$ cat config.mk
export PLATFORM = sky130hd
export DESIGN_NAME = hmc_fifo
export DESIGN_NICKNAME = d
export VERILOG_FILES = /design/src/hmc_pkg.sv /design/src/hmc_fifo.sv
export SDC_FILE = /design/constraint.sdc
export NUM_CORES = 1
export LEC_CHECK = 0
export BUFFER_PORTS_ARGS = -buffer_cell sky130_fd_sc_hd__buf_2
export CELL_PAD_IN_SITES_DETAIL_PLACEMENT = 0
export CELL_PAD_IN_SITES_GLOBAL_PLACEMENT = 1
export CORE_MARGIN = 2
export CORE_UTILIZATION = 43
export CTS_CLUSTER_SIZE = 10
export DETAILED_ROUTE_END_ITERATION = 8
export PLACE_DENSITY = 0.77
export SLEW_MARGIN = 40
export SYNTH_ARGS = -nofsm -noshare
export SYNTH_HDL_FRONTEND = slang
export SYNTH_SLANG_ARGS = --single-unit
$ cat constraint.sdc
create_clock -name clk -period 2.1 [get_ports clk]
set_input_delay 0.315 -clock clk [delete_from_list [all_inputs] [get_ports clk]]
set_output_delay 0.315 -clock clk [all_outputs]
set_load 0.01 [all_outputs]
$ cat src/hmc_pkg.sv
// Shared types, codes and constants of the hashed multiset counter.
package hmc_pkg;

  localparam int BUCKETS_DEF    = 127;
  localparam int WAYS_DEF       = 4;
  localparam int COUNT_BITS_DEF = 16;

  localparam int KEY_W    = 32;
  localparam int MODE_W   = 2;
  localparam int OCC_W    = 16;
  localparam int TOTAL_W  = 25;
  localparam int STATUS_W = 2;

  // The bucket remainder is formed in three steps: a reciprocal product, a
  // back-multiply and subtract, and a final correction.
  localparam int MOD_STEPS = 3;
  localparam int STEP_W    = $clog2(MOD_STEPS);

  localparam int QUEUE_DEPTH = 2;

  localparam logic [MODE_W-1:0] MODE_ADD    = 2'd0;
  localparam logic [MODE_W-1:0] MODE_REMOVE = 2'd1;
  localparam logic [MODE_W-1:0] MODE_QUERY  = 2'd2;
  localparam logic [MODE_W-1:0] MODE_SPARE  = 2'd3;

  localparam logic [STATUS_W-1:0] ST_DONE   = 2'd0;
  localparam logic [STATUS_W-1:0] ST_ABSENT = 2'd1;
  localparam logic [STATUS_W-1:0] ST_FULL   = 2'd2;

  typedef enum logic [2:0] {
    F_IDLE = 3'b001,
    F_CALC = 3'b010,
    F_SEND = 3'b100
  } front_state_t;

  typedef enum logic [2:0] {
    B_CLEAR = 3'b001,
    B_IDLE  = 3'b010,
    B_EXEC  = 3'b100
  } back_state_t;

  typedef struct packed {
    logic                found;
    logic [OCC_W-1:0]    occurrences;
    logic [TOTAL_W-1:0]  total_elements;
    logic [STATUS_W-1:0] status;
  } result_t;

endpackage

$ cat src/hmc_fifo.sv
// Small register queue with push/full and pop/empty sides.
module hmc_fifo #(
  parameter int WIDTH = 8,
  parameter int DEPTH = hmc_pkg::QUEUE_DEPTH
) (
  input  logic             clk,
  input  logic             rst_n,
  input  logic             push,
  output logic             full,
  input  logic [WIDTH-1:0] din,
  input  logic             pop,
  output logic             empty,
  output logic [WIDTH-1:0] dout
);

  localparam int AW = (DEPTH > 1) ? $clog2(DEPTH) : 1;

  logic [WIDTH-1:0] slot_r [DEPTH];
  logic [AW-1:0]    wr_ptr_r, wr_ptr_nxt;
  logic [AW-1:0]    rd_ptr_r, rd_ptr_nxt;
  logic [AW:0]      cnt_r, cnt_nxt;
  logic             do_push, do_pop;

  assign full    = (cnt_r == (AW+1)'(DEPTH));
  assign empty   = (cnt_r == '0);
  assign do_push = push && !full;
  assign do_pop  = pop && !empty;
  assign dout    = slot_r[rd_ptr_r];

  always_comb begin
    wr_ptr_nxt = wr_ptr_r;
    rd_ptr_nxt = rd_ptr_r;
    cnt_nxt    = cnt_r;
    if (do_push) begin
      wr_ptr_nxt = (wr_ptr_r == AW'(DEPTH-1)) ? '0 : wr_ptr_r + 1'b1;
    end
    if (do_pop) begin
      rd_ptr_nxt = (rd_ptr_r == AW'(DEPTH-1)) ? '0 : rd_ptr_r + 1'b1;
    end
    if (do_push && !do_pop) begin
      cnt_nxt = cnt_r + 1'b1;
    end else if (do_pop && !do_push) begin
      cnt_nxt = cnt_r - 1'b1;
    end
  end

  always_ff @(posedge clk) begin
    if (!rst_n) begin
      wr_ptr_r <= '0;
      rd_ptr_r <= '0;
      cnt_r    <= '0;
    end else begin
      wr_ptr_r <= wr_ptr_nxt;
      rd_ptr_r <= rd_ptr_nxt;
      cnt_r    <= cnt_nxt;
    end
  end

  always_ff @(posedge clk) begin
    if (do_push) begin
      slot_r[wr_ptr_r] <= din;
    end
  end

endmodule

Yosys cells after proc, flatten, opt, wreduce, memory -nomap -nowiden
Memory sizes are Yosys's and may differ from the RTL's. A register that Yosys moved wholly into a read port is not among the register bits.
Index checks and enable logic that the tools add are counted.
{"block": "totals", "ramBits": 16, "out_inout_bits": 10, "mem_count": 1, "ff_bits": 4, "input_bits": 12}
{"block": "classes", "addsub": 4, "reduce_logical": 10, "n_eq_ne": 1, "muxes": 8}
{"memory": "slot_r", "depth": 2, "word_bits": 8, "read_ports": 1, "rd_ports_with_merged_regs": 1, "write_ports": 1, "line": "hmc_fifo.sv:18", "source": "logic [WIDTH-1:0] slot_r [DEPTH];"}
{"cell": "two-way mux 1 bit", "count": 6}
{"cell": "logical AND 1 bit", "count": 4}
{"cell": "zero test 1 bit", "count": 4}
{"cell": "two-way mux 2 bit", "count": 2}
{"cell": "adder 1 bit (second input constant)", "count": 2}
{"cell": "adder 2 x 1 -> 2 bit (second input constant)", "count": 1}
{"cell": "== test 2 bit (second input constant)", "count": 1}
{"cell": "zero test 2 bit", "count": 1}
{"cell": "nonzero test 2 bit", "count": 1}
{"cell": "subtractor 2 x 1 -> 2 bit (second input constant)", "count": 1}

Longest topological paths before layout
Gate-level depths: netlist of the first run.
{"block": "logic_depth", "depth_word": 7, "mapped_depth": 7, "depth_no_buf": 7}

Worst setup path before layout of the first run
OpenSTA, ideal clock, no wires.
{"block": "synth_path", "path_kind": "register to register", "start": "register cnt_r[0]", "end": "register cnt_r[1]", "arrival_ns": 1.401, "path_stages_with_launch": 7, "setup_time_ns": 0.070, "required_ns": 2.030, "path_slack_ns": 0.629, "synth_period_minus_slack_ns": 1.471, "path_buffers": 0, "cell_sequence": "dfxtp_1 nand2b_1 inv_2 nor2_1 ha_1 or3_1 a21boi_1"}
{"block": "synth_between", "elab_chain_len": 6}
{"item": "start: declaration", "line": "hmc_fifo.sv:21", "source": "logic [AW:0] cnt_r, cnt_nxt;"}
{"item": "start signal: assignment", "line": "hmc_fifo.sv:55", "source": "cnt_r <= cnt_nxt;"}
{"item": "== test 2 bit (*)", "line": "hmc_fifo.sv:24", "source": "assign full = (cnt_r == (AW+1)'(DEPTH));"}
{"item": "via full", "line": "hmc_fifo.sv:9", "source": "output logic full,"}
{"item": "zero test 1 bit (*)", "line": "hmc_fifo.sv:26", "source": "assign do_push = push && !full;"}
{"item": "logical AND 1 bit (*)", "line": "hmc_fifo.sv:26"}
{"item": "zero test 1 bit", "line": "hmc_fifo.sv:42", "source": "end else if (do_pop && !do_push) begin"}
{"item": "logical AND 1 bit", "line": "hmc_fifo.sv:42"}
{"item": "nonzero test 2 bit (no line)"}
Mark *: on every way through the listed nets, which the timed path passes. The rest lies on a longest branch. The select of a mux whose other input is x is not followed.
A chain may end at the register's enable or synchronous reset.

==> impl_metrics.json, run 1 <==
{
  "root_buffer": "clkbuf_4",
  "synth_area_leaders": "edfxtp_1 (59%), dfxtp_1 (12%), mux2_2 (11%)",
  "grt-ovfl-total": 0,
  "grt_pass1_vias": 387,
  "cellPowerDensity_mw_per_mm2": 1142,
  "crit_chain": "mux2_2 -> buf_2",
  "hold_violations": 0,
  "syn_to_final_growth_pct": 20.40,
  "drive_above_1_share_pct": 46.67,
  "seq_area_um2": 580.6,
  "ff2ff_path_depth": 6,
  "grt.total_usage_pct": 11.03,
  "final_cell_area_um2": 974.7,
  "ys_seq_area_share_pct": 71.72,
  "tightestPinTransition_ns": 0.4069,
  "rsz0062_at_grt": "no",
  "leakage_nw": 0.3840,
  "start_util_pct": 46.38,
  "syn_inst": 50,
  "rows": 15,
  "skew_ns": 0.0009216,
  "clockBufferDepth": 2,
  "r2r_end": "cnt_r[1]",
  "post-route-period-util_pct": 79.21,
  "synth_edf_count": 16,
  "min_period_ns": 1.663,
  "fillCellCount": 165,
  "rrSetupSlack_ns": 0.55,
  "setup.worst_path.start_class": "flop",
  "postCtsSetupRepairBufs": 0,
  "yosys.area.top_type": "edfxtp_1",
  "cp.arrival_ns": 1.35,
  "path_class": "reg2out",
  "fmax_mhz": 601.2,
  "cap_violations": 0,
  "timing.hold.ws_ns": 0.2033,
  "fin_nets": 89,
  "slew_violations": 0,
  "worst_setup_path_end_kind": "primary output",
  "holdBufCountCts": 0,
  "total_power_mw": 1.113,
  "relSlewSlack_pct": 72.72,
  "cts_inserted_buffers": 3,
  "path_delay_family": "flip-flops",
  "die_h_um": 47.39,
  "ys_warn_count": 0,
  "num_vias": 465,
  "yosysTopAreaCellShare_pct": 59.35,
  "netlist_area_um2": 809.5,
  "diodes": 0,
  "drtIter0Drc": 8,
  "core_mm2": 0.001745,
  "grt_pass1_wl_um": 1614,
  "r2r_start": "cnt_r[0]",
  "synth_ff_type": "edfxtp_1",
  "whs_path_depth": 1,
  "dpl_cell_area_um2": 948.4,
  "htreeDepth": 1,
  "min-delay-start": "din[5]",
  "synth-seq-cells": 21,
  "tns_ns": 0,
  "max_stage_delay_ns": 0.54,
  "synth_nets": 63,
  "synth.distinct_cells": 20,
  "io_pins": 22,
  "clkTransAtPathRegs_ns": 0.11,
  "cts_resized": 0,
  "synth_common_cells": "edfxtp_1 (16), mux2_2 (8), dfxtp_1 (5)",
  "die_width_um": 47.39,
  "drc_errors": 0,
  "synth.avg_cell_area_um2": 16.19,
  "hold_class": "in2reg",
  "gp_congestion": 0.7053,
  "crit_buf_inv": 1,
  "antenna_found_initial": 0,
  "grt_start_max_net_pins": 12,
  "synth_most_common_cell": "edfxtp_1",
  "crit_fanout": 8,
  "portBuffers": 21,
  "cts_tree": "yes",
  "wl_per_cell_um": 11.31,
  "vias_per_cell": 4.650,
  "multi_input_area_um2": 216.5,
  "hold_end": "slot_r[1][5]",
  "cts_sinks": 21,
  "cp_slowest_cell": "dfxtp_1",
  "outcome": "complete, no violations",
  "ant_nets": 0,
  "die_area_mm2": 0.002246,
  "cp.required_ns": 1.78,
  "drt_first_pass_iters": 4,
  "worstSkewPairLatency_ns": 0.29,
  "finalSetupViolations": 0,
  "wirelength_um": 1131,
  "ys_async_sr_fraction_pct": 0,
  "ir_worst_vdd_v": 0.0006612
}
[power by group]
part | switching [mW] | internal (mW) | leakage (nW) | total (mW)
combinational | 0.160 | 0.186 | 0.178 | 0.346
sequential | 0.0538 | 0.530 | 0.191 | 0.584
clock | 0.110 | 0.0738 | 0.0150 | 0.184
[through the flow]
| step | cells | setup slack, ns | utilization, % |
|---|---|---|---|
| finish | 100 | 0.4367 | 55.84 |
| global route | 100 | 0.3522 | 55.84 |
| CTS | 100 | 0.3926 | 55.84 |
| detailed placement | 96 | 0.5714 | 54.34 |
| global placement | 96 | 0.6081 | 54.34 |
| floorplan | 50 | 0.6290 | - |
[layer usage]
layer  GRT usage [%]  up-vias  share of wire, %  routed length [um]
li1                -      235                 -                   -
met1           14.15      216                47                 530
met2           16.22       14                48                 547
met3           3.462        0               4.7                  53
met4           6.667        0                 0                   0
met5               0        -                 0                   0
[cells by family after synthesis]
kind of cell / Yosys count / share of synthesized area (%)
XOR/XNOR: 3 / 3.246
multiplexers: 8 / 11.13
AND/OR/NAND/NOR: 9 / 6.803
adder cells (fa/ha/maj): 1 / 1.545
buffers and inverters: 3 / 1.544
AO/OA/AOI/OAI: 5 / 4.018
flip-flops: 21 / 71.72
[worst max-delay path by stage]
stage | from | to | cells after the start
2_1_floorplan | cnt_r[0] | cnt_r[1] | 6
3_3_place_gp | cnt_r[0] | cnt_r[1] | 6
3_5_place_dp | cnt_r[0] | cnt_r[1] | 6
4_1_cts | flop | dout[2] | 2
5_1_grt | flop | dout[5] | 2
6_report | flop | dout[2] | 2
[cell usage in the layout, fill, tap and decap left out, types with 2 or more instances in the layout]
master	Yosys	layout
nor2_1	2	2
clkbuf_4	0	3
mux2_2	8	8
dfxtp_1	5	5
xnor2_1	2	2
edfxtp_1	16	16
and2_1	3	3
buf_2	1	21
[registers in the layout (all words and copies together), names as in the netlist, named ones only]
| signal | count |
|---|---|
| slot_r | 16 |
| rd_ptr_r | 1 |
| wr_ptr_r | 1 |
| cnt_r | 2 |
[cell type report]
cell class                      count  share of cell area [%]
Tap cell                           25                   3.209
Multi-Input combinational cell     26                   22.21
Inverter                            2                  0.7702
Timing Repair Buffer               22                   11.55
Clock buffer                        4                   2.696
Sequential cell                    21                   59.56
(Power assumes the default switching activity.)
==> run 2, diff against run 1 <==
CORE_UTILIZATION = 36   (was 43)
PLACE_DENSITY = 0.69   (was 0.77)
clock period = 1.4 ns   (was 2.1 ns; I/O delays follow)
==> impl_metrics.json, run 2 (synthesis results as in run 1) <==
{
  "total_power_mw": 2.051,
  "antenna_found_initial": 0,
  "finalSetupViolations": 8,
  "grt.total_usage_pct": 11.21,
  "ff2ff_path_depth": 7,
  "cp_slowest_cell": "dfxtp_2",
  "die_width_um": 51.42,
  "cts_inserted_buffers": 3,
  "htreeDepth": 1,
  "cp.arrival_ns": 1.21,
  "final_common_cell": "edfxtp_1",
  "whs_path_depth": 1,
  "die_h_um": 51.42,
  "hold_violations": 0,
  "grt-ovfl-total": 0,
  "worstSkewPairLatency_ns": 0.29,
  "ir_worst_vdd_v": 0.0008969,
  "path_delay_family": "flip-flops",
  "drc_errors": 0,
  "min_period_ns": 1.415,
  "tns_ns": -0.06270,
  "comb_power_share_pct": 44.1,
  "crit_buf_inv": 2,
  "max_flop_register": "slot_r",
  "die_area_mm2": 0.002644,
  "ant_nets": 0,
  "leakage_nw": 0.4752,
  "fin_ws_ns": -0.01531,
  "core_mm2": 0.002170,
  "rrSetupSlack_ns": 0.02,
  "hold_end": "slot_r[1][4]",
  "grt_start_max_net_pins": 13,
  "r2r_start": "cnt_r[0]",
  "worst_setup_path_end_kind": "primary output",
  "min-delay-start": "din[4]",
  "drive_above_1_share_pct": 60.98,
  "clkTransAtPathRegs_ns": 0.11,
  "slew_violations": 0,
  "max_stage_delay_ns": 0.36,
  "syn_to_final_growth_pct": 42.97,
  "rows": 17,
  "skew_ns": 0.001930,
  "clockBufferDepth": 2,
  "cellPowerDensity_mw_per_mm2": 1772,
  "setup.worst_path.start_class": "flop",
  "final_cell_area_mm2": 0.001157,
  "io_pins": 22,
  "internal_power_mw": 1.459,
  "portBuffers": 21,
  "cp_common_cell": "buf_6",
  "drtIter0Drc": 6,
  "vias_per_cell": 4.536,
  "gp_congestion": 0.6808,
  "wirelength_um": 1289,
  "start_util_pct": 37.31,
  "crit_chain": "buf_6 -> mux2_4 -> buf_6",
  "rsz0062_at_grt": "yes",
  "dp_hpwl_um": 904.2,
  "fin_nets": 96,
  "grt_pass1_vias": 532,
  "grt_pass1_wl_um": 2049,
  "cap_violations": 0,
  "path_class": "reg2out",
  "relSlewSlack_pct": 74.89,
  "cts_sinks": 21,
  "dp_slack_ns": -0.02676,
  "power.share.clock_pct": 13.5,
  "r2r_end": "cnt_r[1]",
  "outcome": "finished with violations",
  "wl_per_cell_um": 11.72,
  "num_vias": 499,
  "power.share.switching_pct": 28.84,
  "cts_tree": "yes",
  "fmax_mhz": 706.6,
  "failed_checks": "negative setup slack",
  "drt-met1-wl_um": 539,
  "largest_reg_flops": 16,
  "final_util_pct": 53.34,
  "diodes": 0,
  "met2WireLength_um": 655,
  "dpl_cell_area_mm2": 0.001011,
  "final_cell_mix": "edfxtp_1 (16), buf_2 (13), buf_6 (10), mux2_4 (8), buf_4 (6)",
  "seq_power_share_pct": 42.5,
  "tightestPinTransition_ns": 0.3767,
  "hold_class": "in2reg",
  "cp.required_ns": 1.19,
  "reg.largest.list": "slot_r: 16 flops, cnt_r: 2 flops",
  "post-route-period-util_pct": 101.1,
  "top_layer": "met4",
  "wl_met3_um": 77,
  "drt_first_pass_iters": 3,
  "power_switching_mw": 0.5915,
  "crit_fanout": 4,
  "root_buffer": "clkbuf_4"
}
## run 2: cell types whose count changed in the layout (fill, tap and decap cells not counted), sizes merged
cell	before	now
clkbuf	4	3
buf	22	29
clkinv	0	1
## run 2: cell type report
cell class              count  area, um2
inverters                   2      10.01
well taps                  28      35.03
clock inverters             1      5.005
repair buffers             29      222.7
clock buffers               3      22.52
fillers                   196       1012
multi-input cells          26      277.8
flip-flops and latches     21      584.3
## run 2: metal layers
metal  global-route usage [%]  vias up
met5                        0        -
met1                    10.84      236
met4                    6.579        0
li1                         -      244
met3                    3.216        2
met2                    20.73       17
## run 2: worst max-delay path by stage
stage,start,endpoint,slack (ns),cells after the start
after floorplan,cnt_r[0],cnt_r[1],0.005,7
after global placement,cnt_r[1],cnt_r[1],0.02,7
after detailed placement,cnt_r[1],cnt_r[1],-0.03,7
after CTS,flop,dout[4],-0.03,3
after global routing,flop,dout[4],-0.08,3
final,flop,dout[4],-0.02,3
## run 2: per-stage QoR
stage,cells,hold slack [ns]
floorplan,50,0.3089
global placement,105,0.3991
detailed placement,105,0.4030
CTS,110,0.08003
global route,110,0.07249
finish,110,0.09340
## run 2: timing repair
item | CTS | global route
resized for setup | 24 | 0
setup endpoints to repair | 9 | 9
hold buffers | 0 | 0
pin swaps | 3 | 1
buffers inserted | 1 | 0
## run 2: power groups by stage
| stage | sequential (mW) | clock, mW | combinational [mW] |
|---|---|---|---|
| after floorplan | 0.860 | 0 | 0.418 |
| after global placement | 0.864 | 0 | 0.672 |
| after detailed placement | 0.867 | 0 | 0.680 |
| after CTS | 0.871 | 0.293 | 0.904 |
| after global routing | 0.884 | 0.320 | 0.984 |
| final | 0.871 | 0.276 | 0.904 |
