==> config.mk <==
export PLATFORM = sky130hd
export DESIGN_NAME = hmc_front
export DESIGN_NICKNAME = d
export VERILOG_FILES = /design/src/hmc_pkg.sv /design/src/hmc_front.sv
export SDC_FILE = /design/constraint.sdc
export NUM_CORES = 1
export LEC_CHECK = 0
export BUFFER_PORTS_ARGS = -buffer_cell sky130_fd_sc_hd__buf_2
export CAP_MARGIN = 5
export CORE_MARGIN = 2
export CORE_UTILIZATION = 42
export CTS_BUF_LIST = sky130_fd_sc_hd__clkbuf_16
export DETAILED_ROUTE_END_ITERATION = 16
export PLACE_DENSITY_LB_ADDON = 0.08
export SLEW_MARGIN = 20
export SYNTH_ARGS = -nofsm -noshare
export SYNTH_HDL_FRONTEND = slang
export SYNTH_SLANG_ARGS = --single-unit
==> constraint.sdc <==
create_clock -name clk -period 4.87 [get_ports clk]
set_input_delay 0.7305 -clock clk [delete_from_list [all_inputs] [get_ports clk]]
set_output_delay 0.7305 -clock clk [all_outputs]
set_load 0.01 [all_outputs]
==> src/hmc_pkg.sv <==
// Shared types, codes and constants of the hashed multiset counter.
package hmc_pkg;

  localparam int BUCKETS_DEF    = 127;
  localparam int WAYS_DEF       = 4;
  localparam int COUNT_BITS_DEF = 16;

  localparam int KEY_W    = 32;
  localparam int MODE_W   = 2;
  localparam int OCC_W    = 16;
  localparam int TOTAL_W  = 25;
  localparam int STATUS_W = 2;

  // The bucket remainder is formed in three steps: a reciprocal product, a
  // back-multiply and subtract, and a final correction.
  localparam int MOD_STEPS = 3;
  localparam int STEP_W    = $clog2(MOD_STEPS);

  localparam int QUEUE_DEPTH = 2;

  localparam logic [MODE_W-1:0] MODE_ADD    = 2'd0;
  localparam logic [MODE_W-1:0] MODE_REMOVE = 2'd1;
  localparam logic [MODE_W-1:0] MODE_QUERY  = 2'd2;
  localparam logic [MODE_W-1:0] MODE_SPARE  = 2'd3;

  localparam logic [STATUS_W-1:0] ST_DONE   = 2'd0;
  localparam logic [STATUS_W-1:0] ST_ABSENT = 2'd1;
  localparam logic [STATUS_W-1:0] ST_FULL   = 2'd2;

  typedef enum logic [2:0] {
    F_IDLE = 3'b001,
    F_CALC = 3'b010,
    F_SEND = 3'b100
  } front_state_t;

  typedef enum logic [2:0] {
    B_CLEAR = 3'b001,
    B_IDLE  = 3'b010,
    B_EXEC  = 3'b100
  } back_state_t;

  typedef struct packed {
    logic                found;
    logic [OCC_W-1:0]    occurrences;
    logic [TOTAL_W-1:0]  total_elements;
    logic [STATUS_W-1:0] status;
  } result_t;

endpackage

==> src/hmc_front.sv <==
// Front end: takes an item and forms the bucket index of its key.
module hmc_front #(
  parameter int BUCKETS = hmc_pkg::BUCKETS_DEF
) (
  input  logic                                            clk,
  input  logic                                            rst_n,
  input  logic                                            block,
  input  logic                                            in_push,
  output logic                                            in_full,
  input  logic [hmc_pkg::MODE_W-1:0]                      in_mode,
  input  logic signed [hmc_pkg::KEY_W-1:0]                in_key,
  output logic                                            q_push,
  input  logic                                            q_full,
  output logic [hmc_pkg::MODE_W+hmc_pkg::KEY_W+$clog2(BUCKETS)-1:0] q_data
);

  localparam int BW = $clog2(BUCKETS);
  localparam int KW = hmc_pkg::KEY_W;
  localparam int SW = hmc_pkg::STEP_W;
  // Floor of 2^32 over BUCKETS; the quotient estimate it gives is at most one short.
  localparam logic [KW-1:0] RECIP = KW'(64'h1_0000_0000 / 64'(BUCKETS));

  hmc_pkg::front_state_t        state_r, state_nxt;
  logic [hmc_pkg::MODE_W-1:0]   mode_r;
  logic [KW-1:0]                key_r;
  logic [KW-1:0]                mag_r;
  logic [KW-1:0]                quot_r;
  logic [BW+1:0]                part_r;
  logic [BW-1:0]                rem_r;
  logic [SW-1:0]                step_r;
  logic [2*KW-1:0]              prod;
  logic [KW-1:0]                back_prod;
  logic [KW-1:0]                diff;
  logic [BW+1:0]                part_fix;
  logic [BW-1:0]                bucket;
  logic                         accept;

  assign in_full = block || (state_r != hmc_pkg::F_IDLE);
  assign accept  = in_push && !in_full;
  assign q_push  = (state_r == hmc_pkg::F_SEND) && !q_full;

  // Non-negative remainder: a negative key with a nonzero remainder wraps.
  assign bucket = (key_r[KW-1] && (rem_r != '0)) ? BW'(BUCKETS) - rem_r : rem_r;
  assign q_data = {mode_r, key_r, bucket};

  // Remainder of the key magnitude by reciprocal multiplication. The three
  // registers quot_r, part_r and rem_r form a short pipeline over the held
  // magnitude, so rem_r holds the reduced value once the calculation state ends.
  assign prod      = mag_r * RECIP;
  assign back_prod = quot_r * KW'(BUCKETS);
  assign diff      = mag_r - back_prod;

  always_comb begin
    part_fix = part_r;
    if (part_fix >= (BW+2)'(2 * BUCKETS)) begin
      part_fix = part_fix - (BW+2)'(2 * BUCKETS);
    end
    if (part_fix >= (BW+2)'(BUCKETS)) begin
      part_fix = part_fix - (BW+2)'(BUCKETS);
    end
  end

  always_comb begin
    state_nxt = state_r;
    case (state_r)
      hmc_pkg::F_IDLE: begin
        if (accept) state_nxt = hmc_pkg::F_CALC;
      end
      hmc_pkg::F_CALC: begin
        if (step_r == SW'(hmc_pkg::MOD_STEPS-1)) state_nxt = hmc_pkg::F_SEND;
      end
      hmc_pkg::F_SEND: begin
        if (!q_full) state_nxt = hmc_pkg::F_IDLE;
      end
      default: state_nxt = hmc_pkg::F_IDLE;
    endcase
  end

  always_ff @(posedge clk) begin
    if (!rst_n) begin
      state_r <= hmc_pkg::F_IDLE;
    end else begin
      state_r <= state_nxt;
    end
  end

  always_ff @(posedge clk) begin
    if (accept) begin
      mode_r <= in_mode;
      key_r  <= in_key;
      mag_r  <= in_key[KW-1] ? KW'(-in_key) : KW'(in_key);
      step_r <= '0;
    end else if (state_r == hmc_pkg::F_CALC) begin
      quot_r <= prod[2*KW-1:KW];
      part_r <= diff[BW+1:0];
      rem_r  <= part_fix[BW-1:0];
      step_r <= step_r + 1'b1;
    end
  end

endmodule

# Word-level counts from Yosys, hierarchy flattened
# Cells that the tools add are included.
[word_totals] in_bits=39 out_inout_bits=43 ff_bits=113 wordCells=45
[classes] add_sub_neg=6 eq_ne=8 n_bitwise=1 reduce_logical=9 n_mul=2 n_lt_le_gt_ge=2 muxes=8
[op_table] cell="32-bit by 22-bit multiplier with 54-bit output (second input constant)" count=1
[op_table] cell="32-bit negation" count=1
[op_table] cell="31-bit two-way mux" count=1
[op_table] cell="26-bit by 7-bit multiplier with 9-bit output (second input constant)" count=1
[op_table] cell="7-bit two-way mux" count=2
[op_table] cell="9-bit by 7-bit >= comparator with 1-bit output (second input constant)" count=1
[op_table] cell="9-bit by 8-bit >= comparator with 1-bit output (second input constant)" count=1
[op_table] cell="3-bit two-way mux" count=3
[op_table] cell="9-bit two-way mux" count=1
[op_table] cell="3-bit one-hot mux with 3 select lines" count=1
[op_table] cell="9-bit by 8-bit subtractor with 9-bit output (second input constant)" count=1
[op_table] cell="9-bit subtractor" count=1
[op_table] cell="7-bit nonzero test" count=1
[op_table] cell="7-bit subtractor (first input constant)" count=1
[op_table] cell="7-bit subtractor (second input constant)" count=1
[op_table] cell="2-bit inequality test (second input constant)" count=3
[op_table] cell="3-bit by 1-bit == test with 1-bit output (second input constant)" count=1
[op_table] cell="3-bit by 2-bit == test with 1-bit output (second input constant)" count=1
[op_table] cell="3-bit == test (second input constant)" count=1
[op_table] cell="1-bit logical AND" count=3
[op_table] cell="3-bit by 1-bit inequality test with 1-bit output (second input constant)" count=1
[op_table] cell="3-bit AND reduction" count=1
[op_table] cell="2-bit by 1-bit adder with 2-bit output (second input constant)" count=1
[op_table] cell="2-bit == test (second input constant)" count=1
[op_table] cell="other kinds (4)" count=5

# Depth between registers and ports, before layout
# Gate-level depths: netlist of the first run.
[logic_depth] depth_word=6 depth_mapped=15 depth_no_buf=15

# Worst setup path after synthesis of the first run
# OpenSTA, ideal clock, no wires.
[synth_timing] kind="in2reg" from="input port block" to="register key_r[0] (enable)" t_required_ps=4375 n_path_buf=0 setup_slack_ps=284 path_stages=2 arrival_ps=4092 setup_time_ps=495 path_cell_list="or4_1 > nor2_1"
[synth_via] elab_chain_len=3
[synth_lines] item="start, declared" line_no="hmc_front.sv:7" rtl="input logic block,"
[synth_lines] item="1-bit logical OR" line_no="hmc_front.sv:38" rtl="assign in_full = block || (state_r != hmc_pkg::F_IDLE);"
[synth_lines] item="1-bit zero test" line_no="hmc_front.sv:39" rtl="assign accept = in_push && !in_full;"
[synth_lines] item="1-bit logical AND" line_no="hmc_front.sv:39"
[synth_lines] item="named net accept" line_no="hmc_front.sv:36" rtl="logic accept;"
[synth_lines] item="end signal, assigned" line_no="hmc_front.sv:90" rtl="key_r <= in_key;"
[synth_lines] item="end, declared" line_no="hmc_front.sv:25" rtl="logic [KW-1:0] key_r;"
# The timed path passes the listed nets, and every way through them passes these cells.
# A chain may end at the register's enable or synchronous reset.

# Worst setup path after layout of the first run
[layout_timing] from="register mag_r[5]" to="register quot_r[6], data pin"
[layout_via] elab_chain_len=1
[layout_lines] item="start, declared" line_no="hmc_front.sv:26" rtl="logic [KW-1:0] mag_r;"
[layout_lines] item="start signal, assigned" line_no="hmc_front.sv:91" rtl="mag_r <= in_key[KW-1] ? KW'(-in_key) : KW'(in_key);"
[layout_lines] item="32-bit by 22-bit multiplier with 54-bit output" line_no="hmc_front.sv:49" rtl="assign prod = mag_r * RECIP;"
[layout_lines] item="named net prod[38]" line_no="hmc_front.sv:31" rtl="logic [2*KW-1:0] prod;"
[layout_lines] item="end signal, assigned" line_no="hmc_front.sv:94" rtl="quot_r <= prod[2*KW-1:KW];"
[layout_lines] item="end, declared" line_no="hmc_front.sv:27" rtl="logic [KW-1:0] quot_r;"
# The timed path passes the listed nets, and every way through them passes these cells.

==> impl_metrics.yaml, run 1 <==
grt:
  antenna_found_initial: 0
  use_met3: 0.03299
  grt_busiest_layer: "met2"
  met1_usage: 0.2250
  grt_pass1_vias: 5751
  grt_overflow: 0
  use_met2: 0.3206
  grt_usage: 0.1801
  grt_max_degree: 39
  grt_pass1_wl_mm: 28.68
timing:
  min_period_ns: 4.587
  max_slew.worst_pin.slew_ns: 0.8066
  period_share: 0.9419
  relSlewSlack: 0.4564
  finalSetupViolCount: 0
  max_freq_mhz: 218.0
  slew_violations: 0
  fin_skew_ns: 0.006707
  holdWs_ns: 0.4795
  rsz0062_at_grt: "false"
  finalHoldViolCount: 0
  setup_tns_ns: 0
clocking:
  cts_root_buffer: "clkbuf_16"
  cts_tree: "built"
  worstSkewPairLatency_ns: 0.35
  hold_buffers: 0
  clk_path_buf_depth: 2
  cts.htree.levels: 3
  cts_buffers: 9
  clkSlewWorstSetupHoldPaths_ns: 0.07
  clkSinkCount: 95
place:
  io_buffers: 81
  hpwl_mm: 14.90
  place.gp.congestion: 0.8509
setup_path:
  cp_common_cell: "ha_1"
  critical_path_buf_inv_count: 2
  cp.required_ns: 5.01
  cpPeakStageDelay_ns: 0.51
  reg2reg_from: "mag_r[5]"
  crit_arrival_ns: 4.72
  crit_chain: "ha_1, inv_1, fa_1, fa_1, inv_1, ha_1, ha_1, ha_1, and3_1, nand2_1, or3_1, a211oi_1, nor2_1, o311ai_1"
  crit_path_top_delay_cell: "fa_1"
  cp_max_fo: 4
  end_kind: "flop"
  setup.worst_path.start_class: "flop"
  path_class: "reg2reg"
  cp_top_family: "adder cells"
  startpoint: "mag_r[5]"
  r2r_slack_ns: 0.28
min_path:
  min_path_type: "reg2reg"
  min_from: "state_r[0]"
synthesis:
  syn_area_sq_um: 8207
  synth_top_area_frac: 0.3293
  netlist_top_cells_area: "edfxtp_1, ha_1, fa_1"
  async_reset_ff_frac: 0
  synth-compound-area-share: 0.1140
  synth_xor_area_frac: 0.07577
  yosys.area_share.simple: 0.09483
  synth_edf_count: 90
  ys_types: 61
  ys_ff_latch: 95
  synthMuxAreaShare: 0.008690
  avgSynthCellArea_sq_um: 10.73
  ys_seq_area_frac: 0.3415
  synth_nets: 972
  synth_warnings: 0
  synth_flop_cell: "edfxtp_1"
  synth_top_family_by_area: "adder cells"
  yosysTopAreaCell: "edfxtp_1"
  netlist_instances: 765
  synth-adder-area-share: 0.2973
routing:
  drt_iter0_markers: 173
  routed_wl_mm: 18.10
  dr.pass1.iters: 4
  routed_via_density: 5.191
  vias: 5804
  routedWlPerCell_um: 16.19
  drc: 0
  ant_nets: 0
pwr:
  vdd_ir_drop_max_mv: 0.1762
  power.density_nw_per_um2: 342.3
  power_switching_w: 0.001183
  p_sw_frac: 0.3741
  p_seq_frac: 0.320
  combPwrFrac: 0.455
  p_leak_nw: 4.157
  clockPowerShare: 0.226
  intPower_w: 0.001979
finish:
  syn2layout_area_growth_pct: 12.53
  diodes: 0
  layout-drive-gt1-share: 0.1360
  final_nets: 1055
die:
  placementRows: 51
  dieArea_sq_um: 20670
  initial_utilization: 0.4244
  die_w_um: 143.8
  pin_count: 82
  die_h_um: 143.8
  coreArea_sq_um: 19330
run_status:
  outcome: "finished clean"
job:
  cap_violations: 0
## metrics by stage
step	setup WS [ns]	instances	area (sq um)	utilization	power (W)
finish	0.2831	1118	9235	0.4776	0.003161
global route	0.005892	1118	9235	0.4776	0.003443
CTS	0.1541	1118	9235	0.4776	0.003195
detailed placement	0.2024	1102	8924	0.4615	0.002451
global placement	0.4146	1102	8924	0.4615	0.002437
floorplan	0.2839	765	8207	-	0.002093
## worst reg2reg max path, cell delays in order, from the launching register on
cell and delay, ns:
edfxtp_1 0.43, ha_1 0.34, inv_1 0.06, fa_1 0.49, fa_1 0.51, inv_1 0.04, ha_1 0.30, ha_1 0.30
ha_1 0.35, and3_1 0.24, nand2_1 0.08, or3_1 0.37, a211oi_1 0.36, nor2_1 0.14, o311ai_1 0.35
## worst paths after layout
check,end,cells past startpoint
max reg2reg,quot_r[6],14
max,quot_r[6],14
min,state_r[2],1
min reg2reg,state_r[2],1
## synth_stat cells, types with 2 or more instances
cell type,number
a211oi_1,8
a21o_1,10
a21oi_1,27
a221oi_1,3
a2bb2oi_1,2
a311oi_1,2
a31oi_1,7
and2_1,4
and3_1,7
clkbuf_1,9
dfxtp_1,5
edfxtp_1,90
fa_1,45
ha_1,123
inv_1,135
mux2i_1,6
nand2_1,36
nand2b_1,3
nand3_1,10
nand3b_1,4
nand4_1,4
nor2_1,27
nor2b_1,6
nor3_1,7
nor3b_1,3
nor4_1,2
nor4b_1,2
o2111a_1,2
o211ai_1,5
o21a_1,4
o21ai_0,31
o21bai_1,2
o311ai_0,4
o31ai_1,12
o41ai_1,3
o41ai_2,3
or2_2,4
or3_1,6
or4_1,9
or4_4,3
xnor2_1,65
xor2_1,6
## layout make-up
type                            instances  area, sq um
Clock buffer                            9        225.2
Clock inverter                          7        86.33
Fill cell                            1825        10100
Inverter                              135        506.7
Multi-Input combinational cell        523         4855
Sequential cell                        95         2803
Tap cell                              265        331.6
Timing Repair Buffer                   84        427.9
## power groups by stage
stage | clock (W) | sequential, W | combinational (W)
after floorplan | 0 | 0.00103 | 0.00106
after global placement | 0 | 0.00103 | 0.00141
after detailed placement | 0 | 0.00103 | 0.00142
after CTS | 0.000739 | 0.00101 | 0.00145
after global routing | 0.000767 | 0.00101 | 0.00166
final | 0.000714 | 0.00101 | 0.00144
## logic make-up after synthesis
logic type / after synthesis
fa+ha+maj: 168
simple gates: 141
compound gates: 136
flops: 95
mux: 7
buf+inv: 147
xor+xnor: 71
## routing by layer
metal  vias to the layer above  routed length [um]
li1                       2866                   -
met1                      2807                7901
met2                       106                9295
met3                        25                 596
met4                         0                 308
met5                         -                   0
## registers in the layout, indices dropped and copies added (netlist names)
register / flops
key_r: 32
mag_r: 31
mode_r: 2
part_r: 9
quot_r: 9
rem_r: 7
state_r: 3
step_r: 2
## placed cells by master, fill, tap and decap left out, types with 4 or more instances in the layout
master     synthesis  final
or4_1              9      9
o21a_1             4      4
a21o_1            10     10
nor3_1             7      7
and2_1             4      4
and3_1             7      7
mux2i_1            6      6
or3_1              6      6
nor2b_1            6      6
xor2_1             6      6
fa_1              45     45
o21ai_0           31     31
clkbuf_16          0      9
o211ai_1           5      5
ha_1             123    123
a211oi_1           8      8
inv_1            135    135
buf_2              1     81
nand3_1           10     10
or2_2              4      4
dfxtp_1            5      5
o31ai_1           12     12
a31oi_1            7      7
xnor2_1           65     65
nand3b_1           4      4
nor2_1            27     26
edfxtp_1          90     90
nand2_1           36     36
a21oi_1           27     27
nand4_1            4      4
## timing repair
action                                  4_1_cts  5_1_grt
endpoints found under the setup margin        0        1
gates resized for setup                       0        1
setup buffers                                 0        0
hold endpoints to repair                      0        0
No activity file was read; power rests on OpenSTA's default activity.
==> inputs of run 2 (changes only) <==
--- a/config.mk
+++ b/config.mk
@@ -5,6 +5,7 @@
 export SDC_FILE = /design/constraint.sdc
 export NUM_CORES = 1
 export LEC_CHECK = 0
+export ABC_AREA = 1
 export BUFFER_PORTS_ARGS = -buffer_cell sky130_fd_sc_hd__buf_2
 export CAP_MARGIN = 5
 export CORE_MARGIN = 2
==> impl_metrics.yaml, run 2 <==
setup_path:
  cp.required_ns: 5.03
  reg2reg_from: "mag_r[6]"
  path_class: "reg2reg"
  setup.worst_path.start_class: "flop"
  crit_arrival_ns: 4.36
  crit_path_top_delay_cell: "fa_1"
  cp_max_fo: 5
  crit_chain: "ha_1, fa_1, fa_1, ha_1, ha_1, ha_1, nand2_1, nor4_1, nand3b_1, nand3_1, xor2_1"
  cp_common_cell: "ha_1"
  startpoint: "mag_r[6]"
  cpPeakStageDelay_ns: 0.58
  end_kind: "flop"
finish:
  top_register: "key_r"
  final_common_cell: "inv_1"
  largest_reg_flops: 32
  syn2layout_area_growth_pct: 12.56
  top_regs: "key_r (32), mag_r (31)"
  diodes: 0
  layout_common_cells: "inv_1, nand2_1, ha_1"
  utilization: 0.4797
  layout-drive-gt1-share: 0.1268
  final_nets: 1227
die:
  initial_utilization: 0.4262
  die_w_um: 146.8
  pin_count: 82
  placementRows: 52
  coreArea_sq_um: 20100
  die_h_um: 146.8
  dieArea_sq_um: 21560
synthesis:
  synthTopCellsByCount: "inv_1, nand2_1, ha_1, edfxtp_1, nor2_1"
  ys_ff_latch: 95
  synth_nets: 1137
  synth_top_area_frac: 0.3154
  ys_types: 38
  async_reset_ff_frac: 0
  avgSynthCellArea_sq_um: 9.213
  synth_most_common_cell: "inv_1"
  netlist_instances: 930
  synth_warnings: 0
  synth_flop_cell: "edfxtp_1"
  yosysTopAreaCell: "edfxtp_1"
  syn_area_sq_um: 8568
  netlist_top_cells_area: "edfxtp_1, ha_1, fa_1"
  ys_seq_area_frac: 0.3271
  synth_edf_count: 90
grt:
  grt_pass1_vias: 6179
  grt_overflow: 0
  grt_pass1_wl_mm: 30.93
  grt_max_degree: 38
  antenna_found_initial: 0
  grt_usage: 0.1835
timing:
  relSlewSlack: 0.3763
  max_slew.worst_pin.slew_ns: 0.9254
  min_period_ns: 4.206
  period_share: 0.8637
  setup_tns_ns: 0
  finalHoldViolCount: 0
  finalSetupViolCount: 0
  max_freq_mhz: 237.7
  rsz0062_at_grt: "false"
  slew_violations: 0
  layout_setup_ws_ns: 0.6638
  fin_skew_ns: 0.01854
routing:
  vias: 6155
  drc: 0
  drt_iter0_markers: 201
  routed_wl_mm: 19.12
  ant_nets: 0
  routedWlPerCell_um: 14.76
  dr.pass1.iters: 4
  routed_via_density: 4.753
clocking:
  postCtsSetupBuffers: 0
  clk_path_buf_depth: 2
  cts_buffers: 9
  hold_buffers: 0
  ctsResizeCount: 0
  cts_root_buffer: "clkbuf_16"
  cts.htree.levels: 3
  worstSkewPairLatency_ns: 0.36
  clkSlewWorstSetupHoldPaths_ns: 0.09
  cts_tree: "built"
  clkSinkCount: 95
min_path:
  min_path_type: "reg2reg"
  min_from: "step_r[0]"
pwr:
  power.density_nw_per_um2: 368.4
  p_leak_nw: 4.874
  vdd_ir_drop_max_mv: 0.2028
run_status:
  outcome: "finished clean"
place:
  hpwl_mm: 16.00
  pre_cts_ws_ns: 0.6359
  place.gp.congestion: 0.9206
  io_buffers: 81
job:
  cap_violations: 0
-- run 2: cell types whose count changed after synthesis, sizes merged, moves of 7 or more --
cell,delta
or4,-12
nand2,+122
nor2,+29
a211oi,-7
and3,-7
o31ai,-12
a21oi,+8
nand4,+22
xor2,+34
xnor2,-35
nand3,+18
inv,+70
-- run 2: cells by family (layout without fill, tap and decap cells) --
logic type,Yosys count,in the layout,share of synthesized area
AO/OA/AOI/OAI,91,91,0.06002
XOR/XNOR,70,70,0.07155
adder cells (fa/ha/maj),168,168,0.2848
buffers and inverters,211,306,0.09317
flip-flops,95,95,0.3271
AND/OR/NAND/NOR,295,295,0.1634
-- run 2: worst max-delay path, delay by kind of cell (launching register included) --
family        cells  cell delay (ns)
fa+ha+maj         6             2.37
simple gates      4             0.94
flops             1             0.40
xor+xnor          1             0.29
-- run 2: metrics by stage --
step                hold slack, ns  cells  instance area, sq um  total power, W
floorplan                   0.4453    930                  8568        0.002362
global placement            0.4580   1279                  9333        0.002829
detailed placement          0.4639   1279                  9333        0.002817
CTS                         0.4763   1295                  9644        0.003596
global route                0.5150   1295                  9644        0.003890
finish                      0.4732   1295                  9644        0.003553
-- run 2: layer usage --
metal	GRT usage	up-vias	wire, um
li1	-	3206	-
met3	0.03137	20	515
met5	0	-	0
met1	0.2370	2842	8730
met4	0.05049	0	293
met2	0.3185	87	9575
-- run 2: report_power, final --
part,leakage (nW),switching (W),total [W],internal [W]
Sequential,0.871,0.0000269,0.00103,0.00101
Combinational,3.85,0.00110,0.00178,0.000677
Clock,0.151,0.000376,0.000744,0.000369
-- run 2: final timing paths --
| path | depth (start not counted) | endpoint | slack (ns) |
|---|---|---|---|
| setup / recovery | 11 | quot_r[0] | 0.66 |
| hold / removal | 2 | step_r[0] | 0.47 |
| setup reg to reg | 11 | quot_r[0] | 0.66 |
| hold reg to reg | 2 | step_r[0] | 0.47 |
-- run 2: layout make-up --
class / count / area [sq um]
clock inverter: 7 / 86.33
multi-input combinational: 624 / 4980
sequential: 95 / 2803
fill: 1983 / 10460
inverter: 207 / 779.5
tap: 270 / 337.8
timing repair buffer: 83 / 432.9
clock buffer: 9 / 225.2
==> inputs of run 3 (changes only) <==
--- a/config.mk
+++ b/config.mk
@@ -9,7 +9,7 @@
 export BUFFER_PORTS_ARGS = -buffer_cell sky130_fd_sc_hd__buf_2
 export CAP_MARGIN = 5
 export CORE_MARGIN = 2
-export CORE_UTILIZATION = 42
+export CORE_UTILIZATION = 55
 export CTS_BUF_LIST = sky130_fd_sc_hd__clkbuf_16
 export DETAILED_ROUTE_END_ITERATION = 16
 export PLACE_DENSITY_LB_ADDON = 0.08
==> impl_metrics.yaml, run 3 (synthesized netlist as in run 2, its figures left out) <==
min_path:
  holdPathEnd: "step_r[0]"
  min_path_cells: 2
  min_path_type: "reg2reg"
  min_from: "step_r[0]"
die:
  initial_utilization: 0.5636
  coreArea_sq_um: 15200
  die_h_um: 128.8
  dieArea_sq_um: 16590
  pin_count: 82
  placementRows: 45
  die_w_um: 128.8
finish:
  fin_area_sq_um: 9534
  largest_reg_flops: 32
  top_regs: "key_r (32), mag_r (31)"
  diodes: 0
  layout-drive-gt1-share: 0.1268
  top_register: "key_r"
  final_common_cell: "inv_1"
  layout_common_cells: "inv_1, nand2_1, ha_1"
  syn2layout_area_growth_pct: 11.27
  final_nets: 1227
setup_path:
  setup.worst_path.start_class: "flop"
  cp_top_family: "adder cells"
  cp_common_cell: "ha_1"
  cp.required_ns: 4.99
  crit_arrival_ns: 4.28
  cpPeakStageDelay_ns: 0.52
  r2r_end: "quot_r[4]"
  path_class: "reg2reg"
  crit_path_top_delay_cell: "fa_1"
  crit_chain: "ha_1, inv_1, fa_1, fa_1, inv_1, ha_1, ha_1, ha_1, nand2_1, nor4_1, nand3b_1, nand3_1, nand2_1, nand3_1, nand2_1"
  end_kind: "flop"
  r2r_slack_ns: 0.71
  reg2reg_from: "mag_r[5]"
  critical_path_buf_inv_count: 2
  worstRegToRegCells: 15
  cp_max_fo: 5
place:
  hpwl_mm: 14.99
  pre_cts_ws_ns: 0.7143
  place.gp.congestion: 0.9131
  io_buffers: 81
  place_area_sq_um: 9230
clocking:
  clkSinkCount: 95
  cts_root_buffer: "clkbuf_16"
  cts_buffers: 9
  cts_tree: "built"
  ctsResizeCount: 0
  hold_buffers: 0
  clkSlewWorstSetupHoldPaths_ns: 0.08
  clk_path_buf_depth: 2
  worstSkewPairLatency_ns: 0.36
  postCtsSetupBuffers: 0
  cts.htree.levels: 3
timing:
  finalHoldViolCount: 0
  min_period_ns: 4.159
  layout_setup_ws_ns: 0.7113
  relSlewSlack: 0.3650
  slew_violations: 0
  period_share: 0.8539
  finalSetupViolCount: 0
  max_freq_mhz: 240.5
  fin_skew_ns: 0.01334
  max_slew.worst_pin.slew_ns: 0.9502
  rsz0062_at_grt: "false"
  setup_tns_ns: 0
run_status:
  outcome: "finished clean"
grt:
  use_met2: 0.3996
  met1_usage: 0.2890
  grt_pass1_wl_mm: 29.28
  grt_pass1_vias: 6151
  grt_usage: 0.2273
  antenna_found_initial: 0
  grt_busiest_layer: "met2"
  grt_max_degree: 36
  grt_overflow: 0
  use_met3: 0.03243
pwr:
  power.density_nw_per_um2: 368.7
  vdd_ir_drop_max_mv: 0.2600
  p_leak_nw: 4.864
routing:
  vias: 6206
  drt_iter0_markers: 218
  ant_nets: 0
  drc: 0
  routedWlPerCell_um: 14.58
  routed_wl_mm: 17.68
  routed_via_density: 5.116
  dr.pass1.iters: 6
job:
  cap_violations: 0
-- run 3: changes by cell type in the layout (fill, tap and decap cells not counted), sizes merged --
cell	delta
clkinv	-1
inv	-1
clkinvlp	+2
-- run 3: worst max-delay path by stage --
stage                     startpoint    endpoint  slack [ns]  depth (start not counted)
after floorplan                block  state_r[2]        0.25                          6
final                       mag_r[5]   quot_r[4]        0.71                         15
after detailed placement   quot_r[0]   part_r[8]        0.71                         13
after global routing        mag_r[5]   quot_r[4]        0.43                         15
after CTS                  quot_r[1]   part_r[8]        0.71                         13
after global placement     mag_r[12]   quot_r[4]        0.75                         15
-- run 3: area by class of cell --
cell class / count / area (sq um)
fillers: 1312 / 5668
multi-input cells: 624 / 4980
flip-flops and latches: 95 / 2803
inverters: 207 / 779.5
repair buffers: 83 / 432.9
well taps: 188 / 235.2
clock buffers: 9 / 225.2
clock inverters: 7 / 78.83
-- run 3: metrics by stage --
step / std cells / utilization / hold WS, ns / total power [W]
global placement: 1197 / 0.6072 / 0.4535 / 0.002784
global route: 1213 / 0.6272 / 0.5048 / 0.003832
floorplan: 930 / - / 0.4453 / 0.002362
CTS: 1213 / 0.6272 / 0.4740 / 0.003539
detailed placement: 1197 / 0.6072 / 0.4617 / 0.002802
finish: 1213 / 0.6272 / 0.4723 / 0.003515
-- run 3: tightest hold or removal path: stages, from the launching register on --
cell	delay [ns]
dfxtp_1	0.31
nand2_1	0.06
a21oi_1	0.06
-- run 3: metal layers --
metal | part of all wire | routed length, um | vias up
li1 | - | - | 3209
met1 | 0.44 | 7852 | 2850
met2 | 0.50 | 8890 | 122
met3 | 0.032 | 562 | 25
met4 | 0.021 | 378 | 0
met5 | 0 | 0 | -
-- run 3: where the power goes --
group	internal, W	switching, W	leakage [nW]
Sequential	0.00101	0.0000257	0.871
Clock	0.000363	0.000348	0.141
Combinational	0.000680	0.00109	3.85
Total	0.00205	0.00146	4.86
